[config.mk]
export PLATFORM = sky130hd
export DESIGN_NAME = connection_slot_table_liveness
export DESIGN_NICKNAME = d
export VERILOG_FILES = /design/src/hdl/cstl_pkg.sv /design/src/hdl/cstl_ram.sv /design/src/hdl/cstl_div.sv /design/src/hdl/connection_slot_table_liveness.sv
export SDC_FILE = /design/constraint.sdc
export NUM_CORES = 1
export LEC_CHECK = 0
export BUFFER_PORTS_ARGS = -buffer_cell sky130_fd_sc_hd__buf_2
export CORE_MARGIN = 2
export CORE_UTILIZATION = 55
export CTS_CLUSTER_DIAMETER = 40
export CTS_CLUSTER_SIZE = 40
export DETAILED_ROUTE_END_ITERATION = 12
export GPL_TIMING_DRIVEN = 1
export PLACE_DENSITY = 0.71
export SYNTH_ARGS = -nofsm -noshare
export SYNTH_HDL_FRONTEND = slang
export SYNTH_SLANG_ARGS = --single-unit
[constraint.sdc]
create_clock -name clk -period 7.1 [get_ports clk]
set_input_delay 1.42 -clock clk [delete_from_list [all_inputs] [get_ports clk]]
set_output_delay 1.42 -clock clk [all_outputs]
set_load 0.02 [all_outputs]
[src/hdl/cstl_pkg.sv]
// Package for the connection slot table: sizes, action and liveness codes,
// sequencer states and the slot entry layout. No dependencies.
`default_nettype none

package cstl_pkg;

	localparam int SLOT_COUNT = 15;
	localparam int IDX_W      = (SLOT_COUNT > 1) ? $clog2(SLOT_COUNT) : 1;
	localparam int SOCK_W     = 8;
	localparam int TIME_W     = 32;
	localparam int BUDGET_W   = 16;
	localparam int COUNT_W    = 8;
	localparam int OUT_IDX_W  = 4;

	localparam logic [BUDGET_W-1:0] BUDGET_RESET  = BUDGET_W'(10 * 60);
	localparam logic [TIME_W-1:0]   MS_PER_SECOND = TIME_W'(1000);

	localparam logic [1:0] ACT_CONNECT    = 2'd0;
	localparam logic [1:0] ACT_MESSAGE    = 2'd1;
	localparam logic [1:0] ACT_DISCONNECT = 2'd2;
	localparam logic [1:0] ACT_PRUNE      = 2'd3;

	localparam logic [1:0] LIVE_INIT = 2'd0;
	localparam logic [1:0] LIVE_TEST = 2'd1;
	localparam logic [1:0] LIVE_OK   = 2'd2;

	typedef enum logic [2:0] {
		ST_IDLE,
		ST_SCAN,
		ST_LIMIT,
		ST_CHECK
	} cstl_state_t;

	typedef struct packed {
		logic [SOCK_W-1:0] socket;
		logic [1:0]        liveness;
	} slot_entry_t;

	typedef struct packed {
		logic                done;
		logic [BUDGET_W-1:0] quotient;
	} div_status_t;

endpackage

`default_nettype wire

[src/hdl/cstl_ram.sv]
// Generic single-write, single-read synchronous RAM with registered read data.
// Depends on nothing.
`default_nettype none

module cstl_ram #(
	parameter int WIDTH = 8,
	parameter int DEPTH = 16,
	parameter int AW    = (DEPTH > 1) ? $clog2(DEPTH) : 1
) (
	input  wire logic             clk,
	input  wire logic             we,
	input  wire logic [AW-1:0]    waddr,
	input  wire logic [WIDTH-1:0] wdata,
	input  wire logic             re,
	input  wire logic [AW-1:0]    raddr,
	output logic      [WIDTH-1:0] rdata
);

	logic [WIDTH-1:0] mem [DEPTH];

	always_ff @(posedge clk) begin
		if (we) begin
			mem[waddr] <= wdata;
		end
	end

	// read data holds until the next read
	always_ff @(posedge clk) begin
		if (re) begin
			rdata <= mem[raddr];
		end
	end

endmodule

`default_nettype wire

[src/hdl/cstl_div.sv]
// Restoring divider, one quotient bit per cycle: budget / active count.
// Depends on cstl_pkg.
`default_nettype none

module cstl_div
	import cstl_pkg::*;
(
	input  wire logic                clk,
	input  wire logic                arst_n,
	input  wire logic                go,
	input  wire logic [BUDGET_W-1:0] dividend,
	input  wire logic [COUNT_W-1:0]  divisor,
	output div_status_t              status
);

	localparam int CNT_W = $clog2(BUDGET_W + 1);

	logic                run_q;
	logic                done_q;
	logic [CNT_W-1:0]    cnt_q;
	logic [BUDGET_W-1:0] quo_q;
	logic [COUNT_W-1:0]  rem_q;
	logic [COUNT_W-1:0]  dvs_q;
	logic [COUNT_W:0]    trial;
	logic [COUNT_W:0]    diff;
	logic                take;

	assign trial = {rem_q, quo_q[BUDGET_W-1]};
	assign diff  = trial - {1'b0, dvs_q};
	assign take  = (trial >= {1'b0, dvs_q});

	always_ff @(posedge clk or negedge arst_n) begin
		if (!arst_n) begin
			run_q  <= 1'b0;
			done_q <= 1'b0;
			cnt_q  <= '0;
		end else if (go) begin
			run_q  <= 1'b1;
			done_q <= 1'b0;
			cnt_q  <= '0;
		end else if (run_q) begin
			cnt_q <= cnt_q + CNT_W'(1);
			if (cnt_q == CNT_W'(BUDGET_W - 1)) begin
				run_q  <= 1'b0;
				done_q <= 1'b1;
			end
		end
	end

	always_ff @(posedge clk) begin
		if (go) begin
			quo_q <= dividend;
			rem_q <= '0;
			// zero count is taken as one
			dvs_q <= (divisor == '0) ? COUNT_W'(1) : divisor;
		end else if (run_q) begin
			quo_q <= {quo_q[BUDGET_W-2:0], take};
			rem_q <= take ? diff[COUNT_W-1:0] : trial[COUNT_W-1:0];
		end
	end

	assign status.done     = done_q;
	assign status.quotient = quo_q;

endmodule

`default_nettype wire

[src/hdl/connection_slot_table_liveness.sv]
// Top level of the connection slot table: sequencer, valid bits, result register.
// Depends on cstl_pkg, cstl_ram and cstl_div.
//
//  channel  | signals                                           | handshake
//  ---------+---------------------------------------------------+-------------------------
//  command  | start, busy, action, socket_id, now_ms,           | taken when start && !busy
//           | active_count                                      |
//  result   | result_valid, hit, slot_index, table_full,        | one-cycle strobe, no stall
//           | close_connection                                  |
//  config   | cfg_valid, cfg_ready, cfg_data                    | valid && ready, always ready
//
// Connect: result strobe the cycle after the transaction (free slot taken from valid flops).
// Message, disconnect, prune: a scan reads the socket RAM one slot a cycle from slot 0 up,
// and the result follows a match, or the last slot on a miss. Prune of an ok slot also
// waits on the budget divider and the stamp RAM read. One transaction at a time; busy is
// high until the result is strobed.
// Reset clears valid bits and sequencer and presets the budget; the RAMs need no clearing.
// The receiver cannot stall results.
`default_nettype none

module connection_slot_table_liveness
	import cstl_pkg::*;
(
	input  wire logic                 clk,
	input  wire logic                 arst_n,
	// command
	input  wire logic                 start,
	output logic                      busy,
	input  wire logic [1:0]           action,
	input  wire logic [SOCK_W-1:0]    socket_id,
	input  wire logic [TIME_W-1:0]    now_ms,
	input  wire logic [COUNT_W-1:0]   active_count,
	// result
	output logic                      result_valid,
	output logic                      hit,
	output logic [OUT_IDX_W-1:0]      slot_index,
	output logic                      table_full,
	output logic                      close_connection,
	// config
	input  wire logic                 cfg_valid,
	output logic                      cfg_ready,
	input  wire logic [BUDGET_W-1:0]  cfg_data
);

	localparam logic [IDX_W-1:0] LAST_IDX = IDX_W'(SLOT_COUNT - 1);

	cstl_state_t state_q, state_d;

	logic [BUDGET_W-1:0]   budget_q;
	logic [SLOT_COUNT-1:0] valid_q;

	// latched command
	logic [1:0]        act_q;
	logic [SOCK_W-1:0] id_q;
	logic [TIME_W-1:0] now_q;

	// scan position: slot whose RAM data is on a_rdata
	logic [IDX_W-1:0]  chk_idx_s1;
	logic [TIME_W-1:0] limit_q;

	// RAM ports
	logic              a_we, a_re;
	logic [IDX_W-1:0]  a_waddr, a_raddr;
	slot_entry_t       a_wdata, a_rdata;
	logic              b_we, b_re;
	logic [TIME_W-1:0] b_rdata;

	div_status_t div_st;
	logic        accept;
	logic        div_go;

	// free slot search
	logic             free_any;
	logic [IDX_W-1:0] free_idx;

	// combinational outputs of the sequencer
	logic             match;
	logic             scan_last;
	logic             res_fire, res_hit, res_full, res_close;
	logic [IDX_W-1:0] res_idx;
	logic             vset, vclr;
	logic [IDX_W-1:0] vidx;
	logic             dead;
	logic [TIME_W-1:0] idle_ms;

	// result register
	logic                 res_valid_q, hit_q, full_q, close_q;
	logic [IDX_W-1:0]     idx_q;

	assign accept    = start && (state_q == ST_IDLE);
	assign busy      = (state_q != ST_IDLE);
	assign cfg_ready = 1'b1;
	assign div_go    = accept && (action == ACT_PRUNE);

	// lowest free slot
	always_comb begin
		free_any = 1'b0;
		free_idx = '0;
		for (int k = SLOT_COUNT - 1; k >= 0; k--) begin
			if (!valid_q[k]) begin
				free_any = 1'b1;
				free_idx = IDX_W'(k);
			end
		end
	end

	assign match     = valid_q[chk_idx_s1] && (a_rdata.socket == id_q);
	assign scan_last = (chk_idx_s1 == LAST_IDX);
	assign idle_ms   = now_q - b_rdata;
	assign dead      = (idle_ms > limit_q);

	// next state
	always_comb begin
		state_d = state_q;
		unique case (state_q)
			ST_IDLE: begin
				if (accept && (action != ACT_CONNECT)) begin
					state_d = ST_SCAN;
				end
			end
			ST_SCAN: begin
				if (match) begin
					if ((act_q == ACT_PRUNE) && (a_rdata.liveness != LIVE_INIT)
						&& (a_rdata.liveness != LIVE_TEST)) begin
						state_d = ST_LIMIT;
					end else begin
						state_d = ST_IDLE;
					end
				end else if (scan_last) begin
					state_d = ST_IDLE;
				end
			end
			ST_LIMIT: begin
				if (div_st.done) begin
					state_d = ST_CHECK;
				end
			end
			ST_CHECK: begin
				state_d = ST_IDLE;
			end
			default: begin
				state_d = ST_IDLE;
			end
		endcase
	end

	// sequencer outputs: RAM accesses, valid bit updates, result
	always_comb begin
		a_we      = 1'b0;
		a_waddr   = chk_idx_s1;
		a_wdata   = '{socket: id_q, liveness: LIVE_OK};
		a_re      = 1'b0;
		a_raddr   = '0;
		b_we      = 1'b0;
		b_re      = 1'b0;
		vset      = 1'b0;
		vclr      = 1'b0;
		vidx      = chk_idx_s1;
		res_fire  = 1'b0;
		res_hit   = 1'b0;
		res_idx   = '0;
		res_full  = 1'b0;
		res_close = 1'b0;
		unique case (state_q)
			ST_IDLE: begin
				if (accept) begin
					if (action == ACT_CONNECT) begin
						res_fire = 1'b1;
						if (free_any) begin
							a_we     = 1'b1;
							a_waddr  = free_idx;
							a_wdata  = '{socket: socket_id, liveness: LIVE_INIT};
							vset     = 1'b1;
							vidx     = free_idx;
							res_hit  = 1'b1;
							res_idx  = free_idx;
						end else begin
							res_full = 1'b1;
						end
					end else begin
						a_re    = 1'b1;
						a_raddr = '0;
					end
				end
			end
			ST_SCAN: begin
				if (match) begin
					res_hit = 1'b1;
					res_idx = chk_idx_s1;
					case (act_q)
						ACT_MESSAGE: begin
							a_we     = 1'b1;
							b_we     = 1'b1;
							res_fire = 1'b1;
						end
						ACT_DISCONNECT: begin
							vclr     = 1'b1;
							res_fire = 1'b1;
						end
						default: begin
							case (a_rdata.liveness)
								LIVE_INIT: begin
									a_we     = 1'b1;
									a_wdata  = '{socket: id_q, liveness: LIVE_TEST};
									res_fire = 1'b1;
								end
								LIVE_TEST: begin
									vclr      = 1'b1;
									res_close = 1'b1;
									res_fire  = 1'b1;
								end
								default: begin
									// ok (and the unused code): fetch the stamp
									b_re = 1'b1;
								end
							endcase
						end
					endcase
				end else if (scan_last) begin
					res_fire = 1'b1;
				end else begin
					a_re    = 1'b1;
					a_raddr = chk_idx_s1 + IDX_W'(1);
				end
			end
			ST_LIMIT: begin
			end
			ST_CHECK: begin
				res_fire  = 1'b1;
				res_hit   = 1'b1;
				res_idx   = chk_idx_s1;
				res_close = dead;
				vclr      = dead;
			end
			default: begin
			end
		endcase
	end

	always_ff @(posedge clk or negedge arst_n) begin
		if (!arst_n) begin
			state_q     <= ST_IDLE;
			budget_q    <= BUDGET_RESET;
			valid_q     <= '0;
			res_valid_q <= 1'b0;
		end else begin
			state_q     <= state_d;
			res_valid_q <= res_fire;
			if (cfg_valid && cfg_ready) begin
				budget_q <= cfg_data;
			end
			if (vset) begin
				valid_q[vidx] <= 1'b1;
			end else if (vclr) begin
				valid_q[vidx] <= 1'b0;
			end
		end
	end

	always_ff @(posedge clk) begin
		if (accept) begin
			act_q      <= action;
			id_q       <= socket_id;
			now_q      <= now_ms;
			chk_idx_s1 <= '0;
		end else if ((state_q == ST_SCAN) && a_re) begin
			chk_idx_s1 <= a_raddr;
		end
		if ((state_q == ST_LIMIT) && div_st.done) begin
			limit_q <= TIME_W'(div_st.quotient) * MS_PER_SECOND;
		end
		if (res_fire) begin
			hit_q   <= res_hit;
			idx_q   <= res_idx;
			full_q  <= res_full;
			close_q <= res_close;
		end
	end

	// socket id and liveness per slot
	cstl_ram #(
		.WIDTH ($bits(slot_entry_t)),
		.DEPTH (SLOT_COUNT)
	) u_ram_sock (
		.clk   (clk),
		.we    (a_we),
		.waddr (a_waddr),
		.wdata (a_wdata),
		.re    (a_re),
		.raddr (a_raddr),
		.rdata (a_rdata)
	);

	// last-seen stamp per slot; written only by a message
	cstl_ram #(
		.WIDTH (TIME_W),
		.DEPTH (SLOT_COUNT)
	) u_ram_stamp (
		.clk   (clk),
		.we    (b_we),
		.waddr (chk_idx_s1),
		.wdata (now_q),
		.re    (b_re),
		.raddr (chk_idx_s1),
		.rdata (b_rdata)
	);

	// budget / active count, started with every prune transaction
	cstl_div u_div (
		.clk      (clk),
		.arst_n   (arst_n),
		.go       (div_go),
		.dividend (budget_q),
		.divisor  (active_count),
		.status   (div_st)
	);

	assign result_valid     = res_valid_q;
	assign hit              = hit_q;
	assign slot_index       = OUT_IDX_W'(idx_q);
	assign table_full       = full_q;
	assign close_connection = close_q;

endmodule

`default_nettype wire

Word-level counts from Yosys, hierarchy flattened
Memory sizes are Yosys's and may differ from the RTL's. A register that Yosys moved wholly into a read port is not among the register bits.
Cells that the tools add are included.

storage, ports and cells
  output and inout bits = 10
  input bits = 70
  flip-flop bits (word level) = 150
  RAM bits = 630
  memories = 2

memory list
  name             depth  bits a word  read ports  clocked after Yosys merged registers in  wr ports  line            text
  u_ram_stamp.mem  15     32           1           1                                        1         cstl_ram.sv:19  logic [WIDTH-1:0] mem [DEPTH];
  u_ram_sock.mem   15     10           1           1                                        1         cstl_ram.sv:19

cells by class
  $add $sub $neg = 4
  $mul = 1
  $lt $le $gt $ge = 5
  multiplexer cells = 113
  bitwise gates (word level) = 3
  reduce and logical (&&, ||, !) cells = 24
  equality and inequality tests = 15

operators with widths
  cell                   number
  $mux 4                 26
  $mux 1                 56
  $gt 32x26->1           1
  $mux 16                2
  $sub 32x32->32         1
  $mux 10                3
  $mux 15                2
  $mul 16x7->23 const B  1
  $pmux 10 s2            1
  $and 15x15->15         1
  $not 15->15            1
  $or 15x15->15          1
  $mux 3                 4
  $pmux 1 s2             6
  $pmux 4 s3             1
  $lt 4x5->1 const B     2
  $mux 5                 2
  $reduce_bool 2->1      5
  $ge 9x8->1             1
  $logic_and 1x1->1      9
  $pmux 3 s3             1
  $eq 8x8->1             1
  $logic_not 8->1        1
  $mux 2                 4
  other kinds (22)       32

Logic depth before layout (Yosys ltp)
  depth in word-level cells = 27
  depth in mapped cells = 24

Modules after synthesis
Synthesis repeated with hierarchy kept, for this count alone.

unflattened totals
  cell total of the unflattened synthesis = 2293
  area, all modules = 36890.4 µm²

by module, submodules not included
  module                          times used  area each (µm²)  seq. area each (µm²)  cells an instance
  cstl_ram at u_ram_stamp         1           19204.7          15374.7               886
  connection_slot_table_liveness  1           9382.7           3098.0                911
  cstl_ram at u_ram_sock          1           6184.7           4804.6                304
  cstl_div                        1           2118.3           1056.0                192

Least setup slack after synthesis
OpenSTA, ideal clock, no wires.

  path kind = register -> register
  from = register chk_idx_s1[0]
  to = memory u_ram_stamp.mem[0][0] in the netlist's numbering, enable pin
  setup slack = 1.400 ns
  stages on the path, launching flop included = 11
  arrival = 5.197 ns
  data required time = 6.597 ns
  clock period less this slack = 5.700 ns
  library setup time = 0.503 ns
  buffers on the path = 2
  cells stage by stage = dfxtp_1 -> buf_2 -> and2b_1 -> a221o_1 -> o21ai_1 -> a2111oi_4 -> buf_2 -> nand2_1 -> inv_1 -> nand3_1 -> nor4_1

on the way
  cells in the longest elaborated chain, start to end = 7

ends and longest elaborated chain
  what                          line                                   text
  start, declared               connection_slot_table_liveness.sv:58   logic [IDX_W-1:0] chk_idx_s1;
  start signal, assigned        connection_slot_table_liveness.sv:267  chk_idx_s1 <= a_raddr;
  $bmux 1 s4                    connection_slot_table_liveness.sv:107  assign match = valid_q[chk_idx_s1] && (a_rdata.socket == id_q);
  $mux 1 (not written as such)  connection_slot_table_liveness.sv:107
  $logic_and 1x1->1             connection_slot_table_liveness.sv:107
  $mux 1                        connection_slot_table_liveness.sv:187  if (match) begin
  $mux 1                        connection_slot_table_liveness.sv:164  unique case (state_q)
  $mux 1                        cstl_ram.sv:22                         if (we) begin
  $mux 1 (not written as such)  cstl_ram.sv:23                         mem[waddr] <= wdata;
  end, declared                 cstl_ram.sv:19

Several ways; a longest one is shown, not always the timed one. The select of a mux whose other input is x is not followed.

==> reports/metrics.csv <==
metric;value;unit
totalWireLength;80400;um
layout_common_cells;edfxtp_1, nand2_1, mux4_2;
clock.fmax;169.6;MHz
hold_viol_final;0;
yosysUniqueCellTypes;77;
cts_sinks;821;
drtIter0Drc;1880;
regArea;24340;um2
mostFrequentLayoutCell;edfxtp_1;
critical_path_arrival;6.50;ns
synth_area;36690;um2
cts_inserted_buffers;109;
synth_cells;2344;
place_ws;1.292;ns
rows;94;
ys.flop_type;edfxtp_1;
worstPathRequired;7.70;ns
ys_ff_latch;821;
n_fill_cell;4643;
cts_tree;yes;
wire_per_inst;23.49;um
syn_nets;2590;
yosysWarnings;0;
grt-ovfl-total;0;
port_buffers;78;
fin_nets;2711;
finalMaxSlewViolations;0;
grt_pass1_vias;21498;
drc;0;
cts_buffer_depth;3;
synth.largest_area_cell;edfxtp_1;
status;finished clean;
synth_seq_area_share;66.32;%
cap_viol_max_count;0;
min_period_over_period;83.03;%
drive_gt1_share;19.38;%
clk_latency;0.67;ns
grt_setup_unrepaired;false;
setup_viol;0;
critical_path.max_fanout;16;
skew;0.03285;ns
grt_start_max_net_pins;68;
cts-root-buf;clkbuf_16;
synth_area_leaders;edfxtp_1, mux4_2, ha_1;
ioPinCount;80;
core_area;65860;um2
layout_min_cycle_time;5.895;ns
die_h;262.3;um
start_kind;register;
cp-end-kind;register;
hp-class;register to register;
n_antenna_cell;0;
slew_headroom;13.96;%
place.gp.congestion;0.9065;
async_flop_share;4.994;%
post_cts_buffers;0;
cts_resized;0;
crit_type;register to register;
synth_enable_flop_cells;768;
antenna_found_initial;0;
viasPerCell;6.051;
tightest_slew;1.286;ns
multi_input_area;11670;um2
path_clk_slew;0.06;ns
syn_avg_cell_area;15.65;um2
h-tree-depth;3;
post-dp-hpwl;48380;um
worst_slack;1.205;ns
postCtsHoldBufs;0;
area_growth;14.29;%
ant_nets;0;
start_util;55.71;%
drt_first_pass_iters;5;
dieArea;68790;um2
dieWidth;262.3;um
fin_tns_setup;0;ns
synth_top_cell_area_share;62.86;%
grt_pass1_wl;125200;um
track_usage;23.67;%
vias;20711;
-- metrics by stage --
step	hold WS (ns)	cells	instance area (um2)	utilization, %
after floorplan	0.4490	2344	36690	-
after detailed placement	0.4665	3218	38130	57.90
after global routing	0.5151	3423	41930	63.67
final	0.4723	3423	41930	63.67
after global placement	0.4662	3218	38130	57.90
after CTS	0.4750	3423	41930	63.67
-- cells by family (layout without fill, tap and decap cells) --
logic type	count (synthesis)	in the layout	share of synthesized area [%]
AO/OA/AOI/OAI	375	375	6.585
XOR/XNOR	62	62	1.480
adder cells (fa/ha/maj)	176	176	7.148
buffers and inverters	210	425	2.203
flip-flops	821	821	66.32
multiplexers	202	202	10.17
other	1	1	0.01022
AND/OR/NAND/NOR	497	497	6.084
-- registers in the layout, summed over array words and instances (netlist names), 4 cells and up, named ones only --
register	flops
u_div.quo_q	16
u_ram_stamp.rdata	32
now_q	32
u_ram_sock.rdata	10
slot_index	4
id_q	8
limit_q	23
chk_idx_s1	4
budget_q	16
u_div.cnt_q	5
u_div.dvs_q	8
u_div.rem_q	8
u_ram_sock.mem	150
u_ram_stamp.mem	480
-- cell usage after synthesis, types with 12 or more instances --
| cell | count |
|---|---|
| a211oi_1 | 20 |
| a21o_1 | 28 |
| a21oi_1 | 78 |
| a31oi_1 | 36 |
| and2_1 | 16 |
| buf_1 | 20 |
| clkbuf_1 | 67 |
| dfrtp_1 | 37 |
| dfxtp_1 | 12 |
| edfxtp_1 | 768 |
| fa_1 | 56 |
| ha_1 | 120 |
| inv_1 | 110 |
| mux2_2 | 25 |
| mux2i_1 | 42 |
| mux4_2 | 134 |
| nand2_1 | 250 |
| nand2b_1 | 18 |
| nand3_1 | 27 |
| nand4_1 | 19 |
| nor2_1 | 94 |
| nor2b_1 | 13 |
| nor3_1 | 20 |
| o21ai_0 | 98 |
| o21ai_1 | 14 |
| o22a_1 | 16 |
| xnor2_1 | 43 |
| xor2_1 | 19 |
-- worst max-delay path: stages, from the launching register on --
cell      delay, ns
edfxtp_1       0.63
inv_1          0.09
ha_1           0.25
fa_1           0.40
nand2b_1       0.18
a21oi_1        0.26
a21oi_1        0.19
o211ai_1       0.44
and2_1         0.21
o21a_1         0.12
nor2_1         0.06
o21bai_1       0.14
a21oi_1        0.09
xnor2_1        0.15
ha_1           0.29
nand4_1        0.11
nor2_1         0.06
a221oi_1       0.26
o21ai_0        0.12
o21ai_0        0.26
o221ai_1       0.18
a211oi_1       0.50
a41oi_1        0.38
nand2b_1       0.28
o22a_1         0.18
-- routing by layer --
metal	share of wire, %	up-vias	global-route usage (%)	routed length, um
li1	-	9266	-	-
met1	41	10563	32.65	33360
met2	50	746	39.17	40180
met3	6.2	136	3.848	4966
met4	2.3	0	7.079	1887
met5	0	-	0	0
-- path summary, 6_finish.rpt --
kind,start,to,slack (ns),cells after the start
worst max-delay path,now_q[0],register,1.20,24
worst min-delay path,u_div.rem_q[7],u_div.rem_q[7],0.47,2
worst max register to register,now_q[0],register,1.20,24
worst min register to register,u_div.rem_q[7],u_div.rem_q[7],0.47,2
max in group asynchronous,arst_n,budget_q[2],5.59,1
min in group asynchronous,arst_n,asynchronous set/reset pin,0.91,1
-- cell type report --
class | instances | share of cell area, %
multi-input combinational | 1313 | 27.83
inverter | 111 | 0.9936
tap | 864 | 2.578
timing repair buffer | 109 | 1.486
sequential | 821 | 58.05
clock buffer | 120 | 6.654
clock inverter | 85 | 2.408
Power is not shown: default switching activity piles up to over one toggle a cycle in this logic, so the estimate is an artifact.
